### src/rtl/core/rbtm_pkg.sv
`timescale 1ns / 1ps
// ----------------------------------------------------------------------------
// rbtm_pkg: shared definitions for the rolling below-threshold mean
// Field widths, register indexes and the command and status words that pass
// between the controller and the datapath.
// ----------------------------------------------------------------------------
package rbtm_pkg;

  // Default depth of the sample ring.
  localparam int WINDOW_MAX_DEFAULT = 64;

  // Fixed field widths.
  localparam int SAMPLE_W   = 32;
  localparam int GAIN_W     = 16;
  localparam int QFRAC_W    = 17;
  localparam int WLEN_W     = 7;
  localparam int CFG_IDX_W  = 3;
  localparam int CFG_DATA_W = 32;

  // Quantile level of one, in Q1.16.
  localparam logic [QFRAC_W-1:0] QFRAC_ONE = 17'd65536;

  // Configuration register indexes.
  localparam logic [CFG_IDX_W-1:0] REG_WINDOW_LENGTH     = 3'd0;
  localparam logic [CFG_IDX_W-1:0] REG_PARTIAL_ENABLE    = 3'd1;
  localparam logic [CFG_IDX_W-1:0] REG_LEAST_COUNT       = 3'd2;
  localparam logic [CFG_IDX_W-1:0] REG_THRESHOLD_MODE    = 3'd3;
  localparam logic [CFG_IDX_W-1:0] REG_QUANTILE_FRACTION = 3'd4;
  localparam logic [CFG_IDX_W-1:0] REG_GAIN              = 3'd5;
  localparam logic [CFG_IDX_W-1:0] REG_FILL_VALUE        = 3'd6;

  // Commands from the controller to the datapath.
  typedef struct packed {
    logic store;
    logic decide;
    logic sum_go;
    logic rank_go;
    logic rank_end;
    logic prep;
    logic sel_go;
    logic mul;
    logic div_init;
    logic div_step;
    logic out_res;
    logic out_fill;
  } rbtm_cmd_t;

  // Status from the datapath to the controller.
  typedef struct packed {
    logic fill_due;
    logic mode_mean;
    logic scan_idle;
    logic cand_last;
    logic div_last;
    logic out_free;
  } rbtm_status_t;

endpackage

### src/rtl/core/rbtm_ctrl.sv
`timescale 1ns / 1ps
// ----------------------------------------------------------------------------
// rbtm_ctrl: sequencer for the rolling below-threshold mean
// Steps one word through store, decision, window scans, multiply, divide and
// output, issuing one command set per cycle to the datapath.
// ----------------------------------------------------------------------------
module rbtm_ctrl
  import rbtm_pkg::*;
(
  input  logic         clk,
  input  logic         rst,
  input  logic         sample_valid,
  output logic         sample_ready,
  input  rbtm_status_t status,
  output rbtm_cmd_t    cmd
);

  localparam logic [3:0] ST_IDLE    = 4'd0;
  localparam logic [3:0] ST_DECIDE  = 4'd1;
  localparam logic [3:0] ST_BRANCH  = 4'd2;
  localparam logic [3:0] ST_SUM     = 4'd3;
  localparam logic [3:0] ST_CAND_RD = 4'd4;
  localparam logic [3:0] ST_CAND_WT = 4'd5;
  localparam logic [3:0] ST_RANK    = 4'd6;
  localparam logic [3:0] ST_PREP    = 4'd7;
  localparam logic [3:0] ST_SEL     = 4'd8;
  localparam logic [3:0] ST_MUL     = 4'd9;
  localparam logic [3:0] ST_DIVI    = 4'd10;
  localparam logic [3:0] ST_DIV     = 4'd11;
  localparam logic [3:0] ST_RES     = 4'd12;
  localparam logic [3:0] ST_FILL    = 4'd13;

  logic [3:0] state;
  logic [3:0] state_next;

  assign sample_ready = (state == ST_IDLE);

  // Next state and command decode.
  always_comb begin
    state_next = state;
    cmd        = '0;
    case (state)
      ST_IDLE: begin
        if (sample_valid) begin
          cmd.store  = 1'b1;
          state_next = ST_DECIDE;
        end
      end
      ST_DECIDE: begin
        cmd.decide = 1'b1;
        state_next = ST_BRANCH;
      end
      ST_BRANCH: begin
        if (status.fill_due) begin
          state_next = ST_FILL;
        end else begin
          cmd.sum_go = 1'b1;
          state_next = ST_SUM;
        end
      end
      ST_SUM: begin
        if (status.scan_idle) begin
          if (status.mode_mean) begin
            cmd.sel_go = 1'b1;
            state_next = ST_SEL;
          end else begin
            state_next = ST_CAND_RD;
          end
        end
      end
      ST_CAND_RD: begin
        state_next = ST_CAND_WT;
      end
      ST_CAND_WT: begin
        cmd.rank_go = 1'b1;
        state_next  = ST_RANK;
      end
      ST_RANK: begin
        if (status.scan_idle) begin
          cmd.rank_end = 1'b1;
          state_next   = status.cand_last ? ST_PREP : ST_CAND_RD;
        end
      end
      ST_PREP: begin
        cmd.prep   = 1'b1;
        cmd.sel_go = 1'b1;
        state_next = ST_SEL;
      end
      ST_SEL: begin
        if (status.scan_idle) begin
          state_next = ST_MUL;
        end
      end
      ST_MUL: begin
        cmd.mul    = 1'b1;
        state_next = ST_DIVI;
      end
      ST_DIVI: begin
        cmd.div_init = 1'b1;
        state_next   = ST_DIV;
      end
      ST_DIV: begin
        cmd.div_step = 1'b1;
        if (status.div_last) begin
          state_next = ST_RES;
        end
      end
      ST_RES: begin
        if (status.out_free) begin
          cmd.out_res = 1'b1;
          state_next  = ST_IDLE;
        end
      end
      ST_FILL: begin
        if (status.out_free) begin
          cmd.out_fill = 1'b1;
          state_next   = ST_IDLE;
        end
      end
      default: begin
        state_next = ST_IDLE;
      end
    endcase
  end

  // State register.
  always_ff @(posedge clk) begin
    if (rst) begin
      state <= ST_IDLE;
    end else begin
      state <= state_next;
    end
  end

endmodule

### config.mk
export PLATFORM = sky130hd
export DESIGN_NAME = rbtm_ctrl
export DESIGN_NICKNAME = d
export VERILOG_FILES = /design/src/rtl/core/rbtm_pkg.sv /design/src/rtl/core/rbtm_ctrl.sv
export SDC_FILE = /design/constraint.sdc
export NUM_CORES = 1
export LEC_CHECK = 0
export BUFFER_PORTS_ARGS = -buffer_cell sky130_fd_sc_hd__buf_4
export CAP_MARGIN = 20
export CORE_AREA = 2 2 39 41
export CTS_CLUSTER_SIZE = 16
export DETAILED_ROUTE_END_ITERATION = 12
export DIE_AREA = 0 0 41 43
export GPL_ROUTABILITY_DRIVEN = 0
export HOLD_SLACK_MARGIN = 0.06
export SLEW_MARGIN = 20
export SYNTH_ARGS = -nofsm -noshare
export SYNTH_HDL_FRONTEND = slang
export SYNTH_SLANG_ARGS = --single-unit
export TNS_END_PERCENT = 20
### constraint.sdc
create_clock -name clk -period 2.76 [get_ports clk]
set_clock_uncertainty 0.05 [all_clocks]
set_input_delay 0.414 -clock clk [delete_from_list [all_inputs] [get_ports clk]]
set_output_delay 0.414 -clock clk [all_outputs]
set_load 0.005 [all_outputs]
* Yosys cells after proc, flatten, opt, wreduce, memory -nomap -nowiden
Cells that the tools add are included.
Storage, ports and cells: word-level logic and storage cells 51, flip-flop bits (word level) 4, output and inout port bits 13, input port bits 9
Cells by class: eq/ne operators 19, mux-type cells 28, reductions and logical operators 3
Operator list (count):
- 4-bit case mux with 13 select lines | 1
- 4-bit 2-to-1 mux | 8
- 4-bit == test, second input constant | 6
- 1-bit 2-to-1 mux | 17
- 4-bit by 3-bit == test with 1-bit output, second input constant | 4
- 2-bit != test, second input constant | 5
- 4-bit by 2-bit == test with 1-bit output, second input constant | 2
- 6-bit AND reduction | 1
- 4-bit by 1-bit == test with 1-bit output, second input constant | 1
- 4-bit zero test | 1
- 2-bit 2-to-1 mux | 1
- 2-bit by 1-bit != test with 1-bit output, second input constant | 1
- 1-bit case mux with 2 select lines | 1
- 2-bit OR reduction | 1

* Logic depth before layout (Yosys ltp)
Gate-level depths: netlist (run 1).
depth after elaboration 4, gate-level depth with buffers 5, gate-level depth less buffers 4

* Least setup slack after synthesis (run 1)
Ideal clock, no wire load.
path type flip-flop to output port, start point register state[2], end point output cmd[1] (netlist bit), path slack 1.302 ns, path buffers 2, arrival 0.994 ns, stages on the path, launching flop included 5, required time 2.296 ns, cell sequence dfxtp_1 -> buf_4 -> clkbuf_1 -> nand3_1 -> nor3_1
RTL lines:
- from (decl) | RTL line rbtm_ctrl.sv:33 | logic [3:0] state;
- from (signal assigned) | RTL line rbtm_ctrl.sv:131 | state <= state_next;
- to (decl) | RTL line rbtm_ctrl.sv:15 | output rbtm_cmd_t cmd

==> out/summary.txt, run 1 <==
Status = complete, no violations
Setup TNS = 0 ps
Synthesized instance count = 67
Largest net degree at the start of global routing = 21
R2R setup slack = 1020 ps
Multi-input logic area = 349 um2
Vias in the first global route = 432
Final Net Count = 97
Clock edge transition at the registers on the reported setup and hold paths = 40 ps
Postcts setup bufs = 0
H-tree depth = 1
CTS tree = built
Vias post-DR = 537
Sequential cell area = 80.1 um2
Die Y = 43 um
Maximum vdd drop = 0.000383 V
Cell area after synthesis = 479 um2
Share of cells above drive strength 1 = 0.337
Commonest cells after routing, fill and taps aside = buf_4, nor2_1, nand2b_1, inv_1, a21oi_1
Final wirelength = 1210 um
Hold buffer count at cts = 0
P_leak = 0.274 nW
Row count = 14
Fmax = 0.504 GHz
Crit path capture type = output port
CP peak stage delay = 660 ps
Largest Register = state
Slew Limit Fails = 0
CP Class = register to output port
Worst Path Required = 2300 ps
Least-Margin Pin Slew = 559 ps
Port Buf Inserts = 21
Layout area overhead = 35.2%
Remaining DRCs = 0
First-pass GRT wire length = 1900 um
R2r worst-path depth = 4
CTS Buf Count = 3
CP max FO = 20
CTS resizes = 0
Cells after DPL = 99
CTS Sinks = 4
Sequential area share after synthesis = 0.167
CP startpoint = state[2]$_SDFFE_PP0P_
Die Wd = 41 um
Critical path, cell by cell = nor2_1 -> nand3_1 -> inv_1 -> and2_1 -> buf_4
Slew margin rel. = 0.627
Final Hold Viols = 0
Avg Vias per Cell = 5.26
Power Density = 744 nW/um2
Filler instances = 137
Initial drt markers = 18
Unrepaired setup endpoints after global routing = no
Top flop regs = state: 4 flops
Synth warnings = 0
Final setup violation count = 0
Root Driver = clkbuf_4
Stages on worst setup path = 5
Reg2reg end = state[2]$_SDFFE_PP0P_
Synth unique cells = 29
Post-synthesis sequential element count = 4
Number of flip-flops in the largest register = 4
Max-capacitance violation count = 0
Post-Syn Nets = 76
Max Buffers Root-to-Sink = 2
Worst reg2reg startpoint = state[2]$_SDFFE_PP0P_
Total Power = 0.482 mW
Min Tclk post-route = 1980 ps
Setup crit end = cmd[11]
DR WL/cell = 11.9 um
Final period utilization = 0.719
Antenna cells = 0
Total track usage = 0.148
GRT overflow = 0
Slowest CP cell = dfxtp_1
First-pass DRT Iterations = 4
Commonest non-fill, non-tap cell in the layout = buf_4
Syn_area_per_cell = 7.15 um2
Core box area = 1380 um2
Die area = 1760 um2
Antenna violations before repair = 0
Hold Crit Class = input pin to register
Starting Density = 0.346
Arrival @ worst endpoint = 1520 ps
Worst path bufs/invs = 2
Clk_lat worst skew = 240 ps
Post-Layout Cell Count = 102
Post-DRT Antenna Nets = 0
Post-DP HPWL = 869 um
Critical Path Start Type = register
I/O Pins = 22
Crit path max-delay family = flip-flops
[synthesized netlist by cell type (all sizes together)]
library cell  number  share of area
nor2               9          0.070
o21ai              6          0.063
a21oi              5          0.052
inv                5          0.039
nand2b             5          0.065
dfxtp              4           0.17
nand2              4          0.031
nor3               4          0.042
and4bb             3          0.086
buf                3          0.050
nand3              3          0.031
o211ai             3          0.057
clkbuf             2          0.016
mux2i              2          0.042
a211o              1          0.018
a21o               1          0.016
a311o              1          0.021
and2               1          0.013
nor3b              1          0.016
nor4               1          0.013
nor4b              1          0.031
o21bai             1          0.016
o31ai              1          0.044
[worst register-to-register path, cell delays in order (launching register included)]
cell and delay, ps:
dfxtp_1 660, and4bb_2 310, o31ai_4 270, o211ai_2 180
mux2i_1 150
[report_power, final]
group,switching [mW],internal (mW)
combinational,0.126,0.134
clock,0.0253,0.0487
sequential,0.0694,0.0782
[metal layers]
layer  GRT usage  part of all wire  up-vias
li1            -                 -      277
met5           0                 0        -
met4      0.0200                 0        0
met2       0.209              0.50       22
met3      0.0314             0.078        0
met1       0.229              0.42      238
[final cells by class]
type	instances	share of cell area
multi-input cells	53	0.539
repair buffers	21	0.243
flip-flops and latches	4	0.124
clock buffers	3	0.0347
well taps	16	0.0309
inverters	5	0.0290
[worst min path at each step]
stage	from	to	slack, ps	depth (start not counted)
finish	rst	state[1]$_SDFFE_PP0P_	350	2
global route	rst	state[1]$_SDFFE_PP0P_	360	2
CTS	rst	state[1]$_SDFFE_PP0P_	350	2
detailed placement	state[1]$_SDFFE_PP0P_	state[3]$_SDFFE_PP0P_	560	2
global placement	state[1]$_SDFFE_PP0P_	state[3]$_SDFFE_PP0P_	570	2
floorplan	rst	state[1]$_SDFFE_PP0P_	430	1
[metrics by stage]
step / area [um2] / utilization / hold slack [ps] / worst slack [ps]
final: 648 / 0.468 / 350 / 775
after CTS: 648 / 0.468 / 349 / 767
after floorplan: 479 / - / 433 / 1300
after global routing: 648 / 0.468 / 363 / 621
after global placement: 626 / 0.452 / 574 / 993
after detailed placement: 626 / 0.452 / 559 / 1020
[cells by family (layout without fill, tap and decap cells)]
| logic type | after synthesis | in the layout | synth area share |
|---|---|---|---|
| simple gates | 32 | 32 | 0.399 |
| mux | 2 | 2 | 0.0418 |
| buf+inv | 10 | 29 | 0.104 |
| flops | 4 | 4 | 0.167 |
| compound gates | 19 | 19 | 0.287 |
(Power assumes the default switching activity.)
==> run 2: changes to the inputs <==
--- a/config.mk
+++ b/config.mk
@@ -13,6 +13,7 @@
 export DIE_AREA = 0 0 41 43
 export GPL_ROUTABILITY_DRIVEN = 0
 export HOLD_SLACK_MARGIN = 0.06
+export PLACE_DENSITY = 0.67
 export SLEW_MARGIN = 20
 export SYNTH_ARGS = -nofsm -noshare
 export SYNTH_HDL_FRONTEND = slang
==> constraint.sdc (replaced) <==
create_clock -name clk -period 1.8 [get_ports clk]
set_clock_uncertainty 0.05 [all_clocks]
set_input_delay 0.27 -clock clk [delete_from_list [all_inputs] [get_ports clk]]
set_output_delay 0.27 -clock clk [all_outputs]
set_load 0.005 [all_outputs]
==> out/summary.txt, run 2 (synthesis gave the netlist of run 1 again) <==
Post-DRT Antenna Nets = 0 (unchanged)
Clock edge transition at the registers on the reported setup and hold paths = 40 ps (about the same)
DR WL/cell = 11.8 um (-0.63%)
Die Y = 43 um (unchanged)
Final Net Count = 99 (+2.1%)
Post-DP HPWL = 1010 um (+16%)
Final period utilization = 0.926
Critical Path Start Type = register
Top flop regs = state: 4 flops
Starting Density = 0.346 (unchanged)
Final wirelength = 1230 um (+1.3%)
Vias post-DR = 547 (+1.9%)
Clk_lat worst skew = 230 ps (about the same)
Min Tclk post-route = 1670 ps
Avg Vias per Cell = 5.26 (about the same)
Share of cells above drive strength 1 = 0.409 (+0.0719)
Fmax = 0.600 GHz
Remaining DRCs = 0 (unchanged)
Arrival @ worst endpoint = 1350 ps (-170 ps)
Max Buffers Root-to-Sink = 2 (unchanged)
R2R setup slack = 340 ps (-680 ps)
Multi-input logic area = 352 um2 (+0.72%)
Final Cell Area = 671 um2 (+3.5%)
CTS tree = built
Worst path bufs/invs = 3 (+1)
Critical path, cell by cell = buf_4 -> nor2_2 -> nand3_1 -> inv_1 -> and2_1 -> buf_4
CP peak stage delay = 390 ps (-270 ps)
Crit path max-delay family = flip-flops
CTS Sinks = 4 (unchanged)
Final setup violation count = 0 (unchanged)
Least-Margin Pin Slew = 329 ps (-230 ps)
Maximum vdd drop = 0.000745 V (+95%)
P_leak = 0.287 nW (+4.8%)
I/O Pins = 22 (unchanged)
Worst Path Required = 1480 ps (-820 ps)
Unrepaired setup endpoints after global routing = no
Slew Limit Fails = 0 (unchanged)
Root Driver = clkbuf_4
R2r worst-path depth = 4 (unchanged)
Placed Area = 641 um2 (+2.4%)
Final Hold Viols = 0 (unchanged)
Slowest CP cell = dfxtp_2
Die Wd = 41 um (unchanged)
Largest net degree at the start of global routing = 15 (-29%)
CP max FO = 13 (-35%)
First-pass GRT wire length = 1930 um (+1.5%)
CP Class = register to output port
Antenna cells = 0 (unchanged)
Die area = 1760 um2 (unchanged)
Vias in the first global route = 467 (+8.1%)
Core box area = 1380 um2 (unchanged)
Slew margin rel. = 0.780 (+0.153)
Sequential cell area = 85.1 um2 (+6.2%)
Setup TNS = 0 ps (unchanged)
Largest Register = state
CTS Buf Count = 3 (unchanged)
Number of flip-flops in the largest register = 4 (unchanged)
Total track usage = 0.158 (+0.0101)
Crit path capture type = output port
Commonest non-fill, non-tap cell in the layout = buf_4
Stages on worst setup path = 6 (+1)
Row count = 14 (unchanged)
Port Buf Inserts = 21 (unchanged)
Initial drt markers = 16 (-2)
Antenna violations before repair = 0 (unchanged)
Hold Crit Class = input pin to register
Layout area overhead = 39.9%
H-tree depth = 1 (unchanged)
GRT overflow = 0 (unchanged)
Power Density = 1130 nW/um2 (+52%)
Status = complete, no violations
Hold path depth = 2 (unchanged)
Postcts setup bufs = 0 (unchanged)
Filler instances = 145 (+5.8%)
Max-capacitance violation count = 0 (unchanged)
First-pass DRT Iterations = 4 (unchanged)
Most frequent CP cell = buf_4
Commonest cells after routing, fill and taps aside = buf_4, nor2_1, nand2b_1, inv_1, a21oi_1
-- run 2: cell count changes in the layout (fill, tap and decap cells not counted) --
cell     before  now
nor2_1        9    8
dfxtp_1       4    0
dfxtp_2       0    4
nor2_2        0    1
buf_4        21   23
-- run 2: final timing paths --
check,from,end
worst max register to register,state[0]$_SDFFE_PP0P_,state[0]$_SDFFE_PP0P_
worst min-delay path,rst,state[1]$_SDFFE_PP0P_
worst min register to register,state[1]$_SDFFE_PP0P_,state[3]$_SDFFE_PP0P_
worst max-delay path,state[2]$_SDFFE_PP0P_,cmd[11]
-- run 2: area by class of cell --
type | instances | share of cell area
tap | 16 | 0.0299
timing repair buffer | 23 | 0.257
inverter | 5 | 0.0280
sequential | 4 | 0.127
clock buffer | 3 | 0.0336
multi-input combinational | 53 | 0.524
-- run 2: metrics by stage --
step           power [mW]  std cells  hold WS [ps]  setup slack, ps  utilization
6_report            0.759        104           200              133        0.485
5_1_grt             0.832        104           195             31.0        0.485
4_1_cts             0.758        104           201             7.61        0.479
3_5_place_dp        0.645        101           445              194        0.463
3_3_place_gp        0.640        101           447              238        0.463
2_1_floorplan       0.500         67           289              439            -
-- run 2: routing by layer --
layer | vias to the layer above | global-route usage | part of all wire
met3 | 0 | 0.0628 | 0.081
met5 | - | 0 | 0
met2 | 24 | 0.263 | 0.51
li1 | 281 | - | -
met1 | 242 | 0.187 | 0.41
met4 | 0 | 0.0200 | 0
-- run 2: report_power, final --
part / internal [mW] / switching (mW)
logic: 0.221 / 0.224
registers: 0.128 / 0.0791
clock network: 0.0743 / 0.0324
total: 0.423 / 0.336
-- run 2: what timing repair did --
action | in CTS | in global routing
resized for setup | 0 | 5
endpoints found under the hold margin | 0 | 0
hold buffers | 0 | 0
endpoints found under the setup margin | 0 | 3
==> run 3: changes to the inputs <==
--- a/config.mk
+++ b/config.mk
@@ -14,6 +14,7 @@
 export GPL_ROUTABILITY_DRIVEN = 0
 export HOLD_SLACK_MARGIN = 0.06
 export PLACE_DENSITY = 0.67
+export RECOVER_POWER = 100
 export SLEW_MARGIN = 20
 export SYNTH_ARGS = -nofsm -noshare
 export SYNTH_HDL_FRONTEND = slang
==> out/summary.txt, run 3 (synthesis gave the netlist of run 1 again) <==
Status = complete, no violations
Multi-input logic area = 333 um2 (-5.3%)
Sequential cell area = 85.1 um2 (unchanged)
Avg Vias per Cell = 5.28 (+0.37%)
Max-capacitance violation count = 0 (unchanged)
First-pass DRT Iterations = 4 (unchanged)
I/O Pins = 22 (unchanged)
Largest Register = state
Maximum vdd drop = 0.000746 V (+0.24%)
Hold buffer count at cts = 0 (unchanged)
Largest net degree at the start of global routing = 15 (unchanged)
Vias post-DR = 549 (+0.37%)
Final Net Count = 99 (unchanged)
Max Buffers Root-to-Sink = 2 (unchanged)
Pre-CTS WS = 194 ps (unchanged)
Critical Path Start Type = register
Fmax = 0.603 GHz (+0.44%)
Fin util = 0.466 (-0.0190)
P_leak = 0.271 nW (-5.5%)
Postcts setup bufs = 0 (unchanged)
Antenna cells = 0 (unchanged)
Least-Margin Pin Slew = 390 ps (+60.8 ps)
Worst Path Required = 1480 ps (about the same)
Row count = 14 (unchanged)
Arrival @ worst endpoint = 1340 ps (about the same)
Cells after DPL = 101 (unchanged)
Commonest non-fill, non-tap cell in the layout = buf_4
Antenna violations before repair = 0 (unchanged)
Slew margin rel. = 0.738 (-0.0422)
Min Tclk post-route = 1660 ps (-7.37 ps)
CP Class = register to output port
Commonest cells after routing, fill and taps aside = buf_4, nor2_1, clkbuf_4
Total track usage = 0.158 (unchanged)
Filler instances = 151 (+4.1%)
Die Wd = 41 um (unchanged)
Vias in the first global route = 467 (unchanged)
CTS tree = built
Final wirelength = 1250 um (+2.0%)
CTS resizes = 0 (unchanged)
Slew Limit Fails = 0 (unchanged)
Setup TNS = 0 ps (unchanged)
Remaining DRCs = 0 (unchanged)
Top flop regs = state: 4 flops
Clk_lat worst skew = 230 ps (about the same)
R2R setup slack = 150 ps (-190 ps)
Initial drt markers = 13 (-3)
DR WL/cell = 12.0 um (+2.0%)
Share of cells above drive strength 1 = 0.364 (-0.0455)
Final Hold Viols = 0 (unchanged)
First-pass GRT wire length = 1930 um (unchanged)
Final worst-path setup slack = 140 ps (+7.37 ps)
CP peak stage delay = 390 ps (about the same)
Post-DP HPWL = 1010 um (unchanged)
Number of flip-flops in the largest register = 4 (unchanged)
Placed Area = 641 um2 (unchanged)
Crit path max-delay family = flip-flops
Slowest CP cell = dfxtp_2
Die area = 1760 um2 (unchanged)
Worst path bufs/invs = 3 (unchanged)
Core box area = 1380 um2 (unchanged)
GRT overflow = 0 (unchanged)
CTS Buf Count = 3 (unchanged)
Die Y = 43 um (unchanged)
Post-Layout Cell Count = 104 (unchanged)
CP max FO = 13 (unchanged)
Hold Crit Class = input pin to register
Clock edge transition at the registers on the reported setup and hold paths = 40 ps (about the same)
Power Density = 1150 nW/um2 (+1.7%)
Unrepaired setup endpoints after global routing = no
Post-DRT Antenna Nets = 0 (unchanged)
Final setup violation count = 0 (unchanged)
Starting Density = 0.346 (unchanged)
Root Driver = clkbuf_4
Crit path capture type = output port
CTS Sinks = 4 (unchanged)
Critical path, cell by cell = buf_4 -> nor2_2 -> nand3_1 -> inv_1 -> and2_0 -> buf_4
H-tree depth = 1 (unchanged)
Most frequent CP cell = buf_4
Port Buf Inserts = 21 (unchanged)
Final Cell Area = 644 um2 (-3.9%)
Layout area overhead = 34.5%
Final period utilization = 0.922 (-0.00410)
[run 3: cell types whose count changed in the layout (fill, tap and decap cells not counted)]
cell / change
and2_1: -1
o211ai_2: -1
o211ai_1: +1
clkbuf_1: +2
clkbuf_4: +4
o31ai_4: -1
buf_4: -6
o31ai_1: +1
and2_0: +1
[run 3: area by class of cell]
class / instances / area share
Multi-Input combinational cell: 53 / 0.517
Timing Repair Buffer: 23 / 0.256
Sequential cell: 4 / 0.132
Clock buffer: 3 / 0.0350
Tap cell: 16 / 0.0311
Inverter: 5 / 0.0291
[run 3: final timing paths]
kind | from | end | depth (start not counted)
worst min register to register | state[1]$_SDFFE_PP0P_ | state[3]$_SDFFE_PP0P_ | 2
worst min-delay path | rst | state[1]$_SDFFE_PP0P_ | 2
worst max-delay path | state[2]$_SDFFE_PP0P_ | cmd[11] | 6
worst max register to register | state[0]$_SDFFE_PP0P_ | state[0]$_SDFFE_PP0P_ | 4
[run 3: routing by layer]
metal	up-vias	share of wire	track usage
li1	281	-	-
met1	245	0.42	0.187
met2	23	0.49	0.263
met3	0	0.088	0.0628
met4	0	0	0.0200
met5	-	0	0
[run 3: metrics by stage]
step / total power [mW] / hold slack [ps]
5_1_grt: 0.812 / 195
3_3_place_gp: 0.640 / 447
4_1_cts: 0.758 / 201
6_report: 0.742 / 201
2_1_floorplan: 0.500 / 289
3_5_place_dp: 0.645 / 445
[run 3: power by group]
group | switching (mW) | total (mW) | internal, mW
clock network | 0.0325 | 0.107 | 0.0743
logic | 0.218 | 0.428 | 0.211
registers | 0.0797 | 0.207 | 0.128
[run 3: worst register-to-register path, cell delays in order, from the launching register on]
cell and delay (ps):
dfxtp_2 450, and4bb_4 230, o31ai_1 380, o211ai_1 240, mux2i_1 160
